[config.mk]
export PLATFORM = sky130hd
export DESIGN_NAME = fpgc_ram
export DESIGN_NICKNAME = d
export VERILOG_FILES = /design/src/hw/rtl/flash_plane_block_list_gc_victim_unit_defines.svh /design/src/hw/rtl/fpgc_ram.sv
export SDC_FILE = /design/constraint.sdc
export NUM_CORES = 1
export LEC_CHECK = 0
export BUFFER_PORTS_ARGS = -buffer_cell sky130_fd_sc_hd__buf_2
export CAP_MARGIN = 20
export CORE_AREA = 3 3 137 139
export DETAILED_ROUTE_END_ITERATION = 10
export DIE_AREA = 0 0 140 142
export GPL_TIMING_DRIVEN = 0
export HOLD_SLACK_MARGIN = 0.06
export PLACE_DENSITY = 0.53
export RECOVER_POWER = 25
export SLEW_MARGIN = 20
export SYNTH_ARGS = -nofsm -noshare
export SYNTH_HDL_FRONTEND = slang
export SYNTH_SLANG_ARGS = --single-unit
[constraint.sdc]
create_clock -name clk -period 2.77 [get_ports clk]
set_input_delay 0.1385 -clock clk [delete_from_list [all_inputs] [get_ports clk]]
set_output_delay 0.1385 -clock clk [all_outputs]
set_load 0.03 [all_outputs]
[src/hw/rtl/flash_plane_block_list_gc_victim_unit_defines.svh]
// Assertion macros shared by the flash plane block list and GC victim unit.
`ifndef FLASH_PLANE_BLOCK_LIST_GC_VICTIM_UNIT_DEFINES_SVH
`define FLASH_PLANE_BLOCK_LIST_GC_VICTIM_UNIT_DEFINES_SVH

`ifndef SYNTH

// Same-cycle implication, sampled on clk, off while rst_n is low
`define FPGC_ASSERT_IMPL(lbl, ante, cons, msg) \
    lbl: assert property (@(posedge clk) disable iff (!rst_n) (ante) |-> (cons)) \
        else $error(msg);

// Next-cycle implication, sampled on clk, off while rst_n is low
`define FPGC_ASSERT_NEXT(lbl, ante, cons, msg) \
    lbl: assert property (@(posedge clk) disable iff (!rst_n) (ante) |=> (cons)) \
        else $error(msg);

`else

`define FPGC_ASSERT_IMPL(lbl, ante, cons, msg)
`define FPGC_ASSERT_NEXT(lbl, ante, cons, msg)

`endif

`endif

[src/hw/rtl/fpgc_ram.sv]
// Generic simple dual-port RAM: one write port, one registered read port.
`default_nettype none

module fpgc_ram #(
    parameter int WIDTH = 8,
    parameter int DEPTH = 16
) (
    input  wire logic                     clk,
    input  wire logic                     wr_en,
    input  wire logic [$clog2(DEPTH)-1:0] wr_addr,
    input  wire logic [WIDTH-1:0]         wr_data,
    input  wire logic                     rd_en,
    input  wire logic [$clog2(DEPTH)-1:0] rd_addr,
    output logic      [WIDTH-1:0]         rd_data
);

    logic [WIDTH-1:0] mem [DEPTH];

    // Write port
    always_ff @(posedge clk)
    begin
        if (wr_en)
            mem[wr_addr] <= wr_data;
    end

    // Registered read port
    always_ff @(posedge clk)
    begin
        if (rd_en)
            rd_data <= mem[rd_addr];
    end

endmodule

`default_nettype wire

### Word-level counts from Yosys, hierarchy flattened

Memory sizes are Yosys's and may differ from the RTL's. A register that Yosys moved wholly into a read port is not among the register bits.
Index checks and enable logic that the tools add are counted.
Widths: inputs -> output; s select.

| storage, ports and cells | value |
|---|---|
| register bits after elaboration | 0 |
| memory bits (writable) | 128 |
| input port bits | 19 |
| output and inout port bits | 8 |
| word-level logic and storage cells | 3 |
| memories kept | 1 |

Memories:

| memory | depth | width | rd ports | clocked after Yosys merged registers in | write ports | line | RTL |
|---|---|---|---|---|---|---|---|
| mem | 16 | 8 | 1 | 1 | 1 | fpgc_ram.sv:17 | `logic [WIDTH-1:0] mem [DEPTH];` |

| operators by class | value |
|---|---|
| multiplexer cells | 2 |

Operators with widths:

| cell | count |
|---|---|
| $mux 1 | 2 |

### Logic depth before layout (Yosys ltp)

| depth | value |
|---|---|
| depth in word-level cells | 2 |
| mapped depth | 5 |
| gate-level depth less buffers | 3 |

### Worst setup path before layout

OpenSTA, ideal clock, no wires.

| timing path | value |
|---|---|
| kind | input -> register |
| start point | input wr_addr[2] |
| end point | memory mem[0][0] (enable) |
| library setup time | 0.383 ns |
| arrival time | 1.248 ns |
| data required time | 2.387 ns |
| slack | 1.139 ns |
| stages on the path | 2 |
| path through | or3b_2 > nor3_1 |

RTL lines:

| what | line | RTL |
|---|---|---|
| from (decl) | fpgc_ram.sv:10 | `input wire logic [$clog2(DEPTH)-1:0] wr_addr,` |
| to (decl) | fpgc_ram.sv:17 |  |

Straight into the memory's write port.

==> flow_summary_export.csv <==
group,metric,value,unit
run_status,outcome,"finished clean",
yosys,avgSynthCellArea,22.8,um2
worst_setup_path,max_stage_delay,530,ps
floorplan,coreArea,17800,um2
placed_design,gp_congestion,0.770,
clock_tree,ctsResizeCount,0,
placed_design,place_area,5660,um2
worst_setup_path,cp-end-kind,"register",
global_routing,grt_max_degree,17,
floorplan,pin_count,27,
worst_setup_path,cp.buffers_inverters,0,
clock_tree,htree_levels,4,
sta,worst_slew_pin_slew,927,ps
worst_setup_path,crit_slowest_cell,"mux4_1",
finish,num_antenna_cells,0,
yosys,yosys-top-cells-area,"edfxtp_1 78%, mux4_2 7.8%, mux4_1 7.0%",
global_routing,grt_pass1_wl,15800,um
sta,final.setup.tns,0,ps
finish,nets,293,
yosys,synth_cell_types,18,
worst_setup_path,critPathArrivalTime,1840,ps
clock_tree,cts.sinks,136,
yosys,netlist_area,5230,um2
floorplan,dieArea,19900,um2
global_routing,grt_use_total,0.114,
sta,grt_setup_unrepaired,"false",
yosys,syn-num-nets,248,
floorplan,die_w,140,um
routing,vias_per_cell,4.72,
yosys,muxShareOfSynthArea,0.148,
routing,wl_per_cell,20.6,um
placed_design,hpwl,6830,um
yosys,ys_seq_area_frac,0.781,
worst_setup_path,regToRegSetupSlack,1070,ps
power,vdd_drop_max,0.454,mV
worst_setup_path,worst-setup-path-type,"reg2reg",
global_routing,grt-ovfl-total,0,
hold_path,min_from,"wr_data[2]",
worst_setup_path,r2r_start,"mem[0][2]",
routing,vias,2433,
power,powerDensity,774,nW/um2
routing,antenna_left,0,
worst_setup_path,crit_path_start_kind,"register",
yosys,synth_compound_area_frac,0.0230,
hold_path,worst_hold_path_type,"in2reg",
finish,area_growth,19.8,%
clock_tree,clk_pin_slew,60,ps
worst_setup_path,path_cells,"mux4_1 -> a22oi_1 -> nand2_1",
yosys,synth_xor_area_frac,0,
yosys,synth-seq-cells,136,
global_routing,antenna_found_initial,0,
finish,num-fill-cells,1685,
worst_setup_path,worst_path_dominant_cell_family,"multiplexers",
worst_setup_path,r2r_cells,3,
yosys,synth_top_cell_area_share,0.781,
sta,min_period_over_period,0.614,
global_routing,grt_pass1_vias,2510,
routing,postRouteWirelength,10700,um
clock_tree,tritoncts,"built",
hold_path,whs_endpoint,"mem[0][2]",
sta,relSlewSlack,0.380,
clock_tree,cts_made_buffers,17,
sta,hold_viol,0,
yosys,synth_top_family_by_area,"multiplexers",
yosys,ys_warn_count,0,
sta,finalMaxSlewViolations,0,
clock_tree,ctsLongestPathBuffers,2,
yosys,synthAdderAreaFrac,0,
sta,fin_crit,1700,ps
routing,drtIter0Drc,224,
worst_setup_path,reg2reg_to,"rd_data[2]",
clock_tree,cts-root-buf,"clkbuf_16",
yosys,syn_inst,229,
placed_design,io_buffers,25,
sta,clock_skew,9.84,ps
power,p_leak,2.02,nW
worst_setup_path,worstPathMaxFanout,1,
finish,final_layout_size_suffix_gt1_frac,0.282,
finish,final_common_cell,"edfxtp_1",
yosys,yosys.area.top_type,"edfxtp_1",
clock_tree,insertion_delay,410,ps
floorplan,fp-row-count,49,
clock_tree,postCtsSetupBuffers,0,
hold_path,min_path_cells,1,
routing,drc,0,
sta,finalSetupViolCount,0,
sta,fmax,588,MHz
worst_setup_path,worst_ep_required_time,2910,ps
finish,stdcell_area,6260,um2
finish,mostFrequentLayoutCells,"136 x edfxtp_1, 21 x buf_2, 18 x mux4_2",
floorplan,initial_core_util,0.294,
floorplan,die_y,142,um
yosys,synth-simple-area-share,0.0314,
job,drv_cap,0,
routing,firstDrtPassIters,4,
==> registers in the layout, summed over array words and instances, names as in the netlist <==
register  cells
mem         128
rd_data       8
==> how the worst max path moves through the flow <==
stage                    start    endpoint  slack, ps  cells after the start
floorplan           wr_addr[2]   mem[0][0]       1140                      2
global placement    wr_addr[2]   mem[0][2]        540                      3
detailed placement  wr_addr[2]   mem[1][2]        880                      3
CTS                  mem[0][2]  rd_data[2]       1110                      3
global route         mem[2][2]  rd_data[2]       1060                      3
finish               mem[0][2]  rd_data[2]       1070                      3
==> metrics by stage <==
stage / power [W] / cells / hold WS, ps / utilization / setup slack, ps
floorplan: 0.00251 / 229 / 237 / - / 1140
global placement: 0.00261 / 483 / 476 / 0.317 / 536
detailed placement: 0.00262 / 483 / 476 / 0.318 / 882
CTS: 0.00489 / 516 / 122 / 0.353 / 1110
global route: 0.00502 / 516 / 141 / 0.352 / 1060
finish: 0.00485 / 516 / 145 / 0.352 / 1070
==> cell type report <==
type | instances | area (um2) | area share
clock inverter | 14 | 173 | 0.0276
multi-input combinational | 83 | 1080 | 0.172
clock buffer | 18 | 429 | 0.0685
buffer | 10 | 86.3 | 0.0138
tap | 229 | 287 | 0.0458
timing repair buffer | 26 | 126 | 0.0202
sequential | 136 | 4080 | 0.652
==> cells in the mapped netlist (all sizes together) <==
| library cell | count |
|---|---|
| and2 | 1 |
| clkdlybuf4s25 | 3 |
| or3b | 1 |
| nor3 | 4 |
| nand3 | 1 |
| nand3b | 2 |
| nand2 | 9 |
| edfxtp | 136 |
| buf | 7 |
| nor2 | 13 |
| nor2b | 1 |
| nand2b | 2 |
| a22oi | 16 |
| and2b | 1 |
| mux4 | 32 |
==> power breakdown <==
part / leakage, nW / internal [W] / total (W) / switching (W)
Combinational: 0.507 / 0.0000890 / 0.000243 / 0.000154
Clock: 0.281 / 0.00142 / 0.00228 / 0.000856
Sequential: 1.24 / 0.00232 / 0.00233 / 0.00000888
Total: 2.02 / 0.00383 / 0.00485 / 0.00102
==> worst reg2reg max path, stage by stage, from the launching register on <==
cell	delay [ps]
edfxtp_1	370
mux4_1	530
a22oi_1	390
nand2_1	140
==> kinds of logic after synthesis <==
family | Yosys count
AO/OA/AOI/OAI | 16
buffers and inverters | 10
multiplexers | 32
flip-flops | 136
AND/OR/NAND/NOR | 35
==> routing by layer <==
metal / global-route usage / wire length [um] / vias to the layer above
met1: 0.156 / 4720 / 1277
met4: 0.0388 / 125 / 0
met5: 0 / 0 / -
met2: 0.172 / 5200 / 73
met3: 0.0376 / 606 / 11
li1: - / - / 1072
==> what timing repair did <==
item,CTS,global route
endpoints found under the setup margin,0,0
endpoints found under the hold margin,8,0
hold buffers,1,0
Power figures use the tool's default switching activity.
