`config.mk`:
```
export PLATFORM = sky130hd
export DESIGN_NAME = fpgc_ctrl
export DESIGN_NICKNAME = d
export VERILOG_FILES = /design/src/hw/rtl/flash_plane_block_list_gc_victim_unit_defines.svh /design/src/hw/rtl/fpgc_pkg.sv /design/src/hw/rtl/fpgc_ctrl.sv
export SDC_FILE = /design/constraint.sdc
export NUM_CORES = 1
export LEC_CHECK = 0
export BUFFER_PORTS_ARGS = -buffer_cell sky130_fd_sc_hd__buf_2
export CAP_MARGIN = 10
export CORE_MARGIN = 4
export CORE_UTILIZATION = 45
export CTS_CLUSTER_SIZE = 20
export DETAILED_ROUTE_END_ITERATION = 7
export GPL_TIMING_DRIVEN = 1
export PLACE_DENSITY = 0.66
export SYNTH_ARGS = -nofsm -noshare
export SYNTH_HDL_FRONTEND = slang
export SYNTH_SLANG_ARGS = --single-unit
```
`constraint.sdc`:
```
create_clock -name clk -period 14.5 [get_ports clk]
set_clock_uncertainty 0.05 [all_clocks]
set_input_delay 2.9 -clock clk [delete_from_list [all_inputs] [get_ports clk]]
set_output_delay 2.9 -clock clk [all_outputs]
set_load 0.02 [all_outputs]
```
`src/hw/rtl/flash_plane_block_list_gc_victim_unit_defines.svh`:
```
// Assertion macros shared by the flash plane block list and GC victim unit.
`ifndef FLASH_PLANE_BLOCK_LIST_GC_VICTIM_UNIT_DEFINES_SVH
`define FLASH_PLANE_BLOCK_LIST_GC_VICTIM_UNIT_DEFINES_SVH

`ifndef SYNTH

// Same-cycle implication, sampled on clk, off while rst_n is low
`define FPGC_ASSERT_IMPL(lbl, ante, cons, msg) \
    lbl: assert property (@(posedge clk) disable iff (!rst_n) (ante) |-> (cons)) \
        else $error(msg);

// Next-cycle implication, sampled on clk, off while rst_n is low
`define FPGC_ASSERT_NEXT(lbl, ante, cons, msg) \
    lbl: assert property (@(posedge clk) disable iff (!rst_n) (ante) |=> (cons)) \
        else $error(msg);

`else

`define FPGC_ASSERT_IMPL(lbl, ante, cons, msg)
`define FPGC_ASSERT_NEXT(lbl, ante, cons, msg)

`endif

`endif

```
`src/hw/rtl/fpgc_pkg.sv`:
```
// Constants, types and helper functions of the flash plane block list unit.
`default_nettype none

package fpgc_pkg;

    // Geometry
    localparam int BLOCKS          = 1024;
    localparam int PAGES_PER_BLOCK = 256;

    // Field widths
    localparam int ID_W      = 10;
    localparam int VP_W      = 9;
    localparam int OUT_CNT_W = 11;
    localparam int ID_SPACE  = 1 << ID_W;

    // Derived widths of list positions and counts
    localparam int SLOT_W = $clog2(BLOCKS);
    localparam int CNT_W  = $clog2(BLOCKS + 1);
    localparam int SUM_W  = CNT_W + 1;

    // Request modes
    localparam logic [2:0] MODE_APPEND  = 3'd0;
    localparam logic [2:0] MODE_SET_VP  = 3'd1;
    localparam logic [2:0] MODE_ROTATE  = 3'd2;
    localparam logic [2:0] MODE_VICTIM  = 3'd3;
    localparam logic [2:0] MODE_ALLOC   = 3'd4;
    localparam logic [2:0] MODE_RELEASE = 3'd5;

    // Order memory write and read requests
    typedef struct packed {
        logic              en;
        logic [SLOT_W-1:0] addr;
        logic [ID_W-1:0]   data;
    } ord_wr_t;

    typedef struct packed {
        logic              en;
        logic [SLOT_W-1:0] addr;
    } ord_rd_t;

    // Valid-count memory write and read requests
    typedef struct packed {
        logic            en;
        logic [ID_W-1:0] addr;
        logic [VP_W-1:0] data;
    } vt_wr_t;

    typedef struct packed {
        logic            en;
        logic [ID_W-1:0] addr;
    } vt_rd_t;

    // Finished result of one transaction
    typedef struct packed {
        logic [ID_W-1:0]  chosen_block;
        logic [VP_W-1:0]  chosen_valid;
        logic [CNT_W-1:0] list_count;
        logic [CNT_W-1:0] free_count;
        logic             error;
    } res_t;

    // List position base + off, wrapped around the circular buffer
    function automatic logic [SLOT_W-1:0] slot_of(logic [SLOT_W-1:0] base,
                                                  logic [CNT_W-1:0] off);
        logic [SUM_W-1:0] sum;
        sum = SUM_W'(base) + SUM_W'(off);
        if (sum >= SUM_W'(BLOCKS))
            sum = sum - SUM_W'(BLOCKS);
        return sum[SLOT_W-1:0];
    endfunction

    // Saturate a valid page count at the block size
    function automatic logic [VP_W-1:0] clamp_valid(logic [VP_W-1:0] v);
        if (32'(v) > PAGES_PER_BLOCK)
            return VP_W'(PAGES_PER_BLOCK);
        return v;
    endfunction

endpackage

`default_nettype wire

```
`src/hw/rtl/fpgc_ctrl.sv`:
```
// Sequencer of the block list: decodes a request, drives both memories, builds the result.
`default_nettype none

module fpgc_ctrl
    import fpgc_pkg::*;
(
    input  wire logic            clk,
    input  wire logic            rst_n,
    // request side
    input  wire logic            in_valid,
    output logic                 in_stall,
    input  wire logic [2:0]      mode,
    input  wire logic [ID_W-1:0] block_id,
    input  wire logic [VP_W-1:0] valid_pages,
    // order memory
    output ord_wr_t              ord_wr,
    output ord_rd_t              ord_rd,
    input  wire logic [ID_W-1:0] ord_rd_data,
    // valid-count memory
    output vt_wr_t               vt_wr,
    output vt_rd_t               vt_rd,
    input  wire logic [VP_W-1:0] vt_rd_data,
    // result toward the output register
    output logic                 res_vld,
    output res_t                 res,
    input  wire logic            res_ready
);

    typedef enum logic [5:0] {
        ST_IDLE  = 6'b000001,
        ST_ROT_A = 6'b000010,
        ST_ROT_B = 6'b000100,
        ST_SCAN  = 6'b001000,
        ST_SHIFT = 6'b010000,
        ST_DONE  = 6'b100000
    } state_t;

    state_t           state_reg, state_next;
    logic [SLOT_W-1:0] head_reg, head_next;
    logic [CNT_W-1:0] len_reg, len_next;
    logic [CNT_W-1:0] free_reg, free_next;

    // scan / compaction pipeline
    logic [CNT_W-1:0] rd_off_reg, rd_off_next;
    logic             p1_vld_reg, p1_vld_next;
    logic [CNT_W-1:0] p1_off_reg, p1_off_next;
    logic             p2_vld_reg, p2_vld_next;
    logic [CNT_W-1:0] p2_off_reg, p2_off_next;
    logic [ID_W-1:0]  p2_id_reg, p2_id_next;
    logic [CNT_W-1:0] best_off_reg, best_off_next;
    logic [VP_W-1:0]  best_v_reg, best_v_next;
    logic [ID_W-1:0]  best_id_reg, best_id_next;

    // result payload
    logic [ID_W-1:0]  res_block_reg, res_block_next;
    logic [VP_W-1:0]  res_vp_reg, res_vp_next;
    logic             res_err_reg, res_err_next;

    // candidate that arrives from the valid-count memory this cycle
    logic             take_cand;
    logic [CNT_W-1:0] fin_off;
    logic [VP_W-1:0]  fin_v;
    logic [ID_W-1:0]  fin_id;
    logic [CNT_W-1:0] fin_next_off;
    logic             scan_last;

    assign take_cand    = p2_vld_reg && ((p2_off_reg == '0) || (vt_rd_data < best_v_reg));
    assign fin_off      = take_cand ? p2_off_reg : best_off_reg;
    assign fin_v        = take_cand ? vt_rd_data : best_v_reg;
    assign fin_id       = take_cand ? p2_id_reg : best_id_reg;
    assign fin_next_off = fin_off + CNT_W'(1);
    assign scan_last    = p2_vld_reg && (p2_off_reg == len_reg - CNT_W'(1));

    // Next-state and memory request logic
    always_comb
    begin
        state_next     = state_reg;
        head_next      = head_reg;
        len_next       = len_reg;
        free_next      = free_reg;
        rd_off_next    = rd_off_reg;
        p1_vld_next    = p1_vld_reg;
        p1_off_next    = p1_off_reg;
        p2_vld_next    = p2_vld_reg;
        p2_off_next    = p2_off_reg;
        p2_id_next     = p2_id_reg;
        best_off_next  = best_off_reg;
        best_v_next    = best_v_reg;
        best_id_next   = best_id_reg;
        res_block_next = res_block_reg;
        res_vp_next    = res_vp_reg;
        res_err_next   = res_err_reg;
        ord_wr         = '0;
        ord_rd         = '0;
        vt_wr          = '0;
        vt_rd          = '0;

        unique case (state_reg)
            ST_IDLE:
            begin
                if (in_valid)
                begin
                    res_block_next = '0;
                    res_vp_next    = '0;
                    res_err_next   = 1'b0;
                    state_next     = ST_DONE;
                    unique case (mode)
                        MODE_APPEND:
                        begin
                            if (len_reg == CNT_W'(BLOCKS))
                                res_err_next = 1'b1;
                            else
                            begin
                                ord_wr   = '{en: 1'b1, addr: slot_of(head_reg, len_reg),
                                             data: block_id};
                                vt_wr    = '{en: 1'b1, addr: block_id,
                                             data: clamp_valid(valid_pages)};
                                len_next = len_reg + CNT_W'(1);
                            end
                        end
                        MODE_SET_VP:
                        begin
                            vt_wr = '{en: 1'b1, addr: block_id,
                                      data: clamp_valid(valid_pages)};
                        end
                        MODE_ROTATE:
                        begin
                            if (len_reg == '0)
                                res_err_next = 1'b1;
                            else
                            begin
                                ord_rd     = '{en: 1'b1, addr: head_reg};
                                state_next = ST_ROT_A;
                            end
                        end
                        MODE_VICTIM:
                        begin
                            if (len_reg == '0)
                                res_err_next = 1'b1;
                            else
                            begin
                                ord_rd      = '{en: 1'b1, addr: head_reg};
                                rd_off_next = CNT_W'(1);
                                p1_vld_next = 1'b1;
                                p1_off_next = '0;
                                p2_vld_next = 1'b0;
                                state_next  = ST_SCAN;
                            end
                        end
                        MODE_ALLOC:
                        begin
                            if (free_reg == '0)
                                res_err_next = 1'b1;
                            else
                                free_next = free_reg - CNT_W'(1);
                        end
                        MODE_RELEASE:
                        begin
                            if (free_reg >= CNT_W'(BLOCKS))
                                res_err_next = 1'b1;
                            else
                                free_next = free_reg + CNT_W'(1);
                        end
                        default:
                        begin
                            res_err_next = 1'b0;
                        end
                    endcase
                end
            end

            // Front entry arrived: fetch its count, append it at the back, advance head
            ST_ROT_A:
            begin
                vt_rd          = '{en: 1'b1, addr: ord_rd_data};
                res_block_next = ord_rd_data;
                ord_wr         = '{en: 1'b1, addr: slot_of(head_reg, len_reg),
                                   data: ord_rd_data};
                head_next      = slot_of(head_reg, CNT_W'(1));
                state_next     = ST_ROT_B;
            end

            ST_ROT_B:
            begin
                res_vp_next = vt_rd_data;
                state_next  = ST_DONE;
            end

            // Stream the list: order read, count read, compare
            ST_SCAN:
            begin
                if (rd_off_reg < len_reg)
                begin
                    ord_rd      = '{en: 1'b1, addr: slot_of(head_reg, rd_off_reg)};
                    rd_off_next = rd_off_reg + CNT_W'(1);
                    p1_vld_next = 1'b1;
                    p1_off_next = rd_off_reg;
                end
                else
                    p1_vld_next = 1'b0;

                if (p1_vld_reg)
                begin
                    vt_rd       = '{en: 1'b1, addr: ord_rd_data};
                    p2_vld_next = 1'b1;
                    p2_off_next = p1_off_reg;
                    p2_id_next  = ord_rd_data;
                end
                else
                    p2_vld_next = 1'b0;

                best_off_next = fin_off;
                best_v_next   = fin_v;
                best_id_next  = fin_id;

                if (scan_last)
                begin
                    res_block_next = fin_id;
                    res_vp_next    = fin_v;
                    p1_vld_next    = 1'b0;
                    p2_vld_next    = 1'b0;
                    if (fin_next_off < len_reg)
                    begin
                        rd_off_next = fin_next_off;
                        state_next  = ST_SHIFT;
                    end
                    else
                    begin
                        len_next   = len_reg - CNT_W'(1);
                        state_next = ST_DONE;
                    end
                end
            end

            // Close the gap: move each later entry one place forward
            ST_SHIFT:
            begin
                if (p1_vld_reg)
                begin
                    ord_wr        = '{en: 1'b1, addr: slot_of(head_reg, best_off_reg),
                                      data: ord_rd_data};
                    best_off_next = best_off_reg + CNT_W'(1);
                end

                if (rd_off_reg < len_reg)
                begin
                    ord_rd      = '{en: 1'b1, addr: slot_of(head_reg, rd_off_reg)};
                    rd_off_next = rd_off_reg + CNT_W'(1);
                    p1_vld_next = 1'b1;
                end
                else
                begin
                    p1_vld_next = 1'b0;
                    len_next    = len_reg - CNT_W'(1);
                    state_next  = ST_DONE;
                end
            end

            // Hold the result until the output register takes it
            ST_DONE:
            begin
                if (res_ready)
                    state_next = ST_IDLE;
            end

            default:
            begin
                state_next = ST_IDLE;
            end
        endcase
    end

    // Control state
    always_ff @(posedge clk or negedge rst_n)
    begin
        if (!rst_n)
        begin
            state_reg  <= ST_IDLE;
            head_reg   <= '0;
            len_reg    <= '0;
            free_reg   <= CNT_W'(BLOCKS);
            p1_vld_reg <= 1'b0;
            p2_vld_reg <= 1'b0;
        end
        else
        begin
            state_reg  <= state_next;
            head_reg   <= head_next;
            len_reg    <= len_next;
            free_reg   <= free_next;
            p1_vld_reg <= p1_vld_next;
            p2_vld_reg <= p2_vld_next;
        end
    end

    // Pipeline and result payload
    always_ff @(posedge clk)
    begin
        rd_off_reg    <= rd_off_next;
        p1_off_reg    <= p1_off_next;
        p2_off_reg    <= p2_off_next;
        p2_id_reg     <= p2_id_next;
        best_off_reg  <= best_off_next;
        best_v_reg    <= best_v_next;
        best_id_reg   <= best_id_next;
        res_block_reg <= res_block_next;
        res_vp_reg    <= res_vp_next;
        res_err_reg   <= res_err_next;
    end

    assign in_stall = (state_reg != ST_IDLE);
    assign res_vld  = (state_reg == ST_DONE);
    assign res      = '{chosen_block: res_block_reg, chosen_valid: res_vp_reg,
                        list_count: len_reg, free_count: free_reg, error: res_err_reg};

endmodule

`default_nettype wire

```
======== Word level (Yosys, flattened, before mapping) ========
Cells that the tools add are included.
cells by class
  add/subtract/negate cells ............... 15
  equality and inequality tests ........... 27
  reduce and logical (&&, ||, !) cells .... 26
  mux-type cells .......................... 90
  $lt $le $gt $ge ......................... 9
operator list
  kind                   count
  $mux 11                25
  $pmux 11 s2            5
  $mux 21                4
  $mux 10                7
  $pmux 11 s3            2
  $pmux 21 s3            1
  $mux 20                3
  $add 11x1->11 const B  5
  $mux 9                 6
  $mux 6                 7
  $pmux 20 s2            1
  $sub 10x1->10 const B  4
  $add 10x11->12         3
  $ge 12x11->1 const B   3
  $pmux 6 s6             1
  $logic_not 11->1       3
  $pmux 10 s3            1
  $pmux 9 s3             1
  $ge 11x11->1 const B   2
  $lt 11x11->1           2
  $mux 1                 22
  $sub 11x1->11 const B  2
  $ne 2x2->1 const B     10
  $pmux 6 s2             1
  other kinds (30)       46
storage, ports and cells
  register bits after elaboration ......... 133

======== Longest topological paths before layout ========
Gate-level depths: netlist of the first run.
  depth in word-level cells ............... 11
  depth in mapped cells ................... 25
  depth with buffers taken out ............ 23

======== Worst setup path before layout of the first run ========
No wires, ideal clock.
  path type ............................... input to register
  start point ............................. input vt_rd_data[8]
  end point ............................... register rd_off_reg[10] (data pin)
  library setup time ...................... 0.263 ns
  data arrival time ....................... 7.097 ns
  buffers on the path ..................... 2
  data required time ...................... 14.187 ns
  cell stages on the path ................. 23
  path slack .............................. 7.091 ns
  cell sequence ........................... ha_1 > and4_1 > nand3_1 > o21ai_0 > nor2_1 > o21ai_0 > clkbuf_1 > mux2_2 > ha_1 > and3_1 > nand3_1 > nor2_1 > xnor2_1 > mux2i_1 > ha_1 > and4_1 > o211ai_1 > o211ai_1 > a31o_2 > nor2_1 > o21a_1 > clkbuf_1 > o2bb2ai_1
on the way
  cells in the longest elaborated chain, start to end .. 9
RTL lines
  what                       line              RTL
  start: declaration         fpgc_ctrl.sv:22   input wire logic [VP_W-1:0] vt_rd_data,
  $lt 9x9->1 *               fpgc_ctrl.sv:67   assign take_cand = p2_vld_reg && ((p2_off_reg == '0) || (vt_rd_data < best_v_reg));
  $logic_or 1x1->1 *         fpgc_ctrl.sv:67
  $logic_and 1x1->1 *        fpgc_ctrl.sv:67
  $mux 11 *                  fpgc_ctrl.sv:68   assign fin_off = take_cand ? p2_off_reg : best_off_reg;
  $add 11x1->11 *            fpgc_ctrl.sv:71   assign fin_next_off = fin_off + CNT_W'(1);
  $lt 11x11->1               fpgc_ctrl.sv:222  if (fin_next_off < len_reg)
  $mux 11 *                  fpgc_ctrl.sv:222
  $mux 11 *                  fpgc_ctrl.sv:216  if (scan_last)
  $pmux 11 s3 *              fpgc_ctrl.sv:98   unique case (state_reg)
  named net rd_off_next[10]  fpgc_ctrl.sv:44   logic [CNT_W-1:0] rd_off_reg, rd_off_next;
  end signal: assignment     fpgc_ctrl.sv:299  rd_off_reg <= rd_off_next;
  end: declaration           fpgc_ctrl.sv:44
The timed path passes the listed nets; every way through them passes the cells marked *.
A chain may end at the register's enable or synchronous reset.

======== Final worst setup path of the first run ========
  start point ............................. input vt_rd_data[8]
  end point ............................... register len_reg[0]
on the way
  cells in the longest elaborated chain, start to end .. 8
RTL lines
  what                               line              RTL
  $lt 9x9->1                         fpgc_ctrl.sv:67
  $logic_or 1x1->1                   fpgc_ctrl.sv:67
  $logic_and 1x1->1                  fpgc_ctrl.sv:67
  $mux 11                            fpgc_ctrl.sv:68
  $add 11x1->11                      fpgc_ctrl.sv:71
  $lt 11x11->1                       fpgc_ctrl.sv:222
  $ne 2x2->1 (no source line)        -
  $reduce_and 7->1 (no source line)  -
  end signal: assignment             fpgc_ctrl.sv:289  len_reg <= len_next;
  end: declaration                   fpgc_ctrl.sv:40   logic [CNT_W-1:0] len_reg, len_next;
Every way passes these cells.

==> results.tsv, run 1 <==
metric	value	unit
vias in the first global route	7607	
Post-Place Cell Area	0.0103	sq mm
Via density	5.87	
Commonest cells post-synth	edfxtp_1 (93), ha_1 (71), nand2_1 (61), xnor2_1 (56), nor2_1 (55)	
Reg-to-Reg End	len_reg[0]	
post-DP HPWL	19.8	mm
final setup vio count	0	
Combinational Power Share	0.424	
Syn-to-layout area delta	17.2	%
WHS Endpoint	p2_off_reg[7]	
clk sinks	133	
# rows	52	
Layout Cell Area excl Fill	0.0109	sq mm
R2R setup slack	8690	ps
Switching Fraction	0.422	
fmax	0.125	GHz
Seq cells post-synth	133	
Post-Layout Cell Count	1337	
worst ir drop on vdd	101	uV
syn avg cell area	10.2	sq um
Final Net Count	1174	
Hold Path Stages	0	
leakage power	4.75	nW
CTS tree	built	
Final Cycle Share	0.553	
total wire length	26.7	mm
Syn. warnings	0	
Reg area	0.00380	sq mm
crit start category	input port	
fillers	1897	
# diodes	0	
All-Layer GR Usage	0.225	
Die Wd	152	um
post-layout util	0.538	
placed insts	1305	
CTS max path bufs	2	
status	completed	
first-pass GRT wire length	42.0	mm
count of input and output buffers	151	
Hold Buf Count CTS	0	
Die Ht	152	um
Resized cells post-CTS	0	
HP Class	reg2reg	
Psw	0.000779	W
Starting Density	0.459	
largest cells by area after synthesis	edfxtp_1 (30%), dfrtp_1 (10%), ha_1 (9.5%)	
Worst EP required	14740	ps
initial antenna violation count	1	
Root Driver	clkbuf_16	
Residual DRC	0	
arrival time worst endpoint	8260	ps
Core Region	0.0203	sq mm
fraction of registers with async set/reset	0.301	
Synth top area share	0.300	
share of cells above drive strength 1	0.218	
Slew Viols, Final	0	
htree depth	4	
largest net degree at the start of global routing	55	
multi-input logic area	0.00526	sq mm
critical path class	in2reg	
hold wc startpoint	p1_off_reg[7]	
Net Count, Synth	1036	
count leader, synth	edfxtp_1	
Register-to-Register Path Depth	23	
Unique masters post-synth	75	
R2R Path Start	best_v_reg[8]	
cell count after synthesis	916	
sequential-to-total area share from yosys stat	0.407	
Pint	0.00107	W
Critical Path Fanout Max	27	
antenna viol nets, final	0	
GP Congestion	0.900	
via count	7848	
global route overflow	0	
Mapped Area	0.00932	sq mm
Clk pwr share	0.239	
Main synth FF type	edfxtp_1	
Reg clk slew, reported paths	60	ps
Final Critical Period	8020	ps
CTS buffer count	17	
IO Count	152	
TritonRoute pass-1 iters	5	
Setup crit end kind	flop	
number of synthesized flops with an enable pin	93	
DIE AREA	0.0231	sq mm
worst slew pin tran	1110	ps
Hold Fails Final Rpt	0	
clk_lat worst skew	420	ps
Tot Pwr	0.00185	W
power per cell area	169	mW/mm^2
Yosys top cell by area	edfxtp_1	
post-DR wirelength/cell	19.9	um
RSZ-0062 raised after global routing	no	
Max-Cap Viols	0	
Total Neg Setup Slack	0	ps
initial DRC count	620	
Flop pwr share	0.337	
Rel. slew slack	0.258	
post-CTS setup buffers	0	
-- routing by layer --
layer,vias to the layer above,GRT usage,part of all wire
li1,3721,-,-
met1,3760,0.300,0.43
met2,317,0.367,0.47
met3,48,0.0498,0.068
met4,2,0.0728,0.031
met5,-,0,0.00026
-- worst max-delay path by stage --
| stage | start | end | slack [ps] |
|---|---|---|---|
| floorplan | vt_rd_data[8] | rd_off_reg[10] | 7090 |
| global placement | vt_rd_data[8] | len_reg[0] | 6300 |
| detailed placement | vt_rd_data[8] | len_reg[0] | 6070 |
| CTS | vt_rd_data[8] | len_reg[0] | 6520 |
| global route | vt_rd_data[8] | len_reg[0] | 6070 |
| finish | vt_rd_data[8] | len_reg[0] | 6480 |
-- power by group through the flow --
stage,sequential (W),clock [W],combinational (W)
after global routing,0.000633,0.000467,0.000863
final,0.000622,0.000442,0.000782
after global placement,0.000626,0,0.000766
after floorplan,0.000647,0,0.000518
after CTS,0.000621,0.000449,0.000781
after detailed placement,0.000626,0,0.000774
-- placed cells by master (no fill, tap or decap), drive strengths merged, types with 7 or more instances in the layout --
cell type / Yosys / final
a21o: 14 / 14
a21oi: 44 / 44
a22o: 39 / 39
a31oi: 11 / 11
and2: 45 / 45
and3: 16 / 16
buf: 4 / 157
clkbuf: 34 / 17
dfrtp: 38 / 38
edfxtp: 93 / 93
ha: 71 / 71
inv: 31 / 39
mux2: 23 / 23
mux2i: 7 / 7
nand2: 61 / 61
nand3: 22 / 22
nand4: 13 / 13
nor2: 55 / 55
nor2b: 11 / 11
nor3: 12 / 12
nor4: 20 / 20
o21a: 8 / 8
o21ai: 40 / 40
o22ai: 11 / 11
o2bb2ai: 9 / 9
xnor2: 56 / 56
xor2: 37 / 37
-- metrics by stage --
step / hold WS [ps] / setup slack (ps)
after floorplan: 350 / 7090
after global placement: 350 / 6300
after detailed placement: 355 / 6070
after CTS: 370 / 6520
after global routing: 371 / 6070
final: 369 / 6480
-- cell families after synthesis --
family	count (synthesis)	share of synthesized area
simple gates	288	0.163
compound gates	226	0.170
xor+xnor	94	0.0899
fa+ha+maj	75	0.104
buf+inv	70	0.0303
mux	30	0.0353
flops	133	0.407
-- critical path, stage by stage --
cell	delay (ps)
buf_2	120
ha_1	320
and4_1	240
nand3_1	100
o21ai_0	220
nor2_1	100
o21ai_4	430
buf_4	400
mux2_2	390
ha_1	250
and3_1	220
nand3_1	140
nor2_1	80
xnor2_1	130
mux2i_1	230
ha_1	290
and4_1	220
o211ai_1	110
o211ai_1	130
a31o_2	270
nor2_1	570
nor3_1	200
xnor2_1	180
-- layout make-up --
class / count / area share
Multi-Input combinational cell: 713 / 0.481
Sequential cell: 133 / 0.348
Timing Repair Buffer: 157 / 0.0733
Clock buffer: 17 / 0.0389
Tap cell: 270 / 0.0309
Clock inverter: 15 / 0.0168
Inverter: 32 / 0.0110
Power figures use the tool's default switching activity.
==> run 2: changes to the inputs <==
--- a/config.mk
+++ b/config.mk
@@ -12,7 +12,7 @@
 export CTS_CLUSTER_SIZE = 20
 export DETAILED_ROUTE_END_ITERATION = 7
 export GPL_TIMING_DRIVEN = 1
-export PLACE_DENSITY = 0.66
+export PLACE_DENSITY = 0.68
 export SYNTH_ARGS = -nofsm -noshare
 export SYNTH_HDL_FRONTEND = slang
 export SYNTH_SLANG_ARGS = --single-unit
==> constraint.sdc (replaced) <==
create_clock -name clk -period 6.9 [get_ports clk]
set_clock_uncertainty 0.05 [all_clocks]
set_input_delay 1.38 -clock clk [delete_from_list [all_inputs] [get_ports clk]]
set_output_delay 1.38 -clock clk [all_outputs]
set_load 0.02 [all_outputs]
==> run 2 against run 1 <==
Register-to-register slack lost 7100 ps; first-iteration DRC count grew 4.7%; routed wire length shrank 0.99%; die area is the same; setup slack lost 5500 ps; count of clock-buffer cells in the layout is the same; final cell count grew 0.15%; core utilization shrank 0.14 points; sequential power grew 110%; cell area shrank 0.25%; critical endpoint unchanged; largest cell class unchanged; largest power group unchanged.
==> results.tsv, run 2 (synthesized netlist as in run 1, its figures left out) <==
metric	value	unit
# rows	52	
Place WS	600	ps
critical path class	in2reg	
arrival time worst endpoint	6210	ps
All-Layer GR Usage	0.225	
power per cell area	351	mW/mm^2
Tot Pwr	0.00383	W
hold wc startpoint	p1_off_reg[8]	
Final Cycle Share	0.864	
Resized cells post-CTS	0	
Critical Path Fanout Max	10	
clk sinks	133	
Root Driver	clkbuf_16	
Slew Viols, Final	0	
Max-Cap Viols	0	
initial antenna violation count	0	
Residual DRC	0	
final setup vio count	0	
total wire length	26.4	mm
Rel. slew slack	0.298	
R2R setup slack	1620	ps
clk_lat worst skew	430	ps
WP buf/inv	1	
initial DRC count	649	
crit start category	input port	
RSZ-0062 raised after global routing	no	
CTS buffer count	17	
CP delay by family, top	simple AND/OR/NAND/NOR gates	
DIE AREA	0.0231	sq mm
Setup crit end kind	flop	
Core Region	0.0203	sq mm
Via density	5.93	
first-pass GRT wire length	42.3	mm
worst setup margin	940	ps
Reg clk slew, reported paths	60	ps
CTS max path bufs	2	
global route overflow	0	
leakage power	4.73	nW
GP Congestion	0.942	
Starting Density	0.459	
htree depth	4	
Hold Fails Final Rpt	0	
post-CTS setup buffers	0	
crit path cell chain	buf_2 > ha_1 > and4_1 > nand3_1 > o21ai_0 > nor2_1 > o21ai_4 > mux2_2 > ha_1 > and3_1 > nand3_1 > nor2_1 > xnor2_1 > mux2i_1 > ha_1 > a21oi_1 > nor2b_1 > o21ai_0 > o211ai_1 > a31o_2 > nor2_1 > nor3_1 > xnor2_1	
crit-path max cell delay	580	ps
leading cell types in the layout, fill and taps excluded	buf_2 (151), edfxtp_1 (93), ha_1 (71)	
TritonRoute pass-1 iters	6	
Syn-to-layout area delta	16.9	%
count of input and output buffers	151	
antenna viol nets, final	0	
worst hold margin	367	ps
Die Wd	152	um
worst ir drop on vdd	230	uV
Die Ht	152	um
fmax	0.168	GHz
post-DR wirelength/cell	19.7	um
R2R Path Start	best_v_reg[8]	
# diodes	0	
WHS Endpoint	p2_off_reg[8]	
Hold Buf Count CTS	0	
CTS tree	built	
Total Neg Setup Slack	0	ps
Register-to-Register Path Depth	23	
Hold Path Stages	0	
Worst EP required	7150	ps
slowest CP cell	nor2_1	
HP Class	reg2reg	
Reg-to-Reg End	len_reg[0]	
Final Net Count	1176	
vias in the first global route	7775	
commonest non-fill, non-tap cell in the layout	buf_2	
Final Critical Period	5960	ps
IO Count	152	
worst slew pin tran	1050	ps
post-DP HPWL	19.9	mm
status	completed	
largest net degree at the start of global routing	54	
share of cells above drive strength 1	0.218	
via count	7937	
## run 2: changes by cell type in the layout (fill, tap and decap cells not counted), sizes merged
cell,previous run,this run
buf,157,159
clkinvlp,1,3
clkinv,6,5
inv,39,38
## run 2: layer usage
metal	vias to the layer above	global-route usage	share of wire
met5	-	0	0
met4	0	0.0745	0.026
met3	50	0.0464	0.073
met2	345	0.374	0.48
met1	3823	0.294	0.42
li1	3719	-	-
## run 2: layout make-up
type | count | area (sq um)
fillers | 1859 | 9400
multi-input cells | 713 | 5260
flip-flops and latches | 133 | 3800
repair buffers | 159 | 816
clock buffers | 17 | 425
well taps | 270 | 338
clock inverters | 15 | 141
inverters | 32 | 120
## run 2: power breakdown
part,leakage (nW),total (W),internal [W],switching (W)
Combinational,3.11,0.00164,0.000649,0.000996
Sequential,1.35,0.00130,0.00107,0.000225
Clock,0.269,0.000881,0.000503,0.000378
## run 2: through the flow
stage          cells  utilization  cell area, sq um
2_1_floorplan    916            -              9320
3_3_place_gp    1307        0.509             10300
4_1_cts         1339        0.537             10900
3_5_place_dp    1307        0.509             10300
6_report        1339        0.537             10900
5_1_grt         1339        0.537             10900
## run 2: worst max path at each step
| stage | to | cells after the start | startpoint | slack [ps] |
|---|---|---|---|---|
| 4_1_cts | len_reg[0] | 23 | vt_rd_data[8] | 1010 |
| 3_3_place_gp | len_reg[0] | 22 | vt_rd_data[8] | 760 |
| 2_1_floorplan | rd_off_reg[10] | 23 | vt_rd_data[8] | 1010 |
| 3_5_place_dp | len_reg[0] | 23 | vt_rd_data[8] | 600 |
| 6_report | len_reg[0] | 23 | vt_rd_data[8] | 940 |
| 5_1_grt | len_reg[0] | 23 | vt_rd_data[8] | 630 |
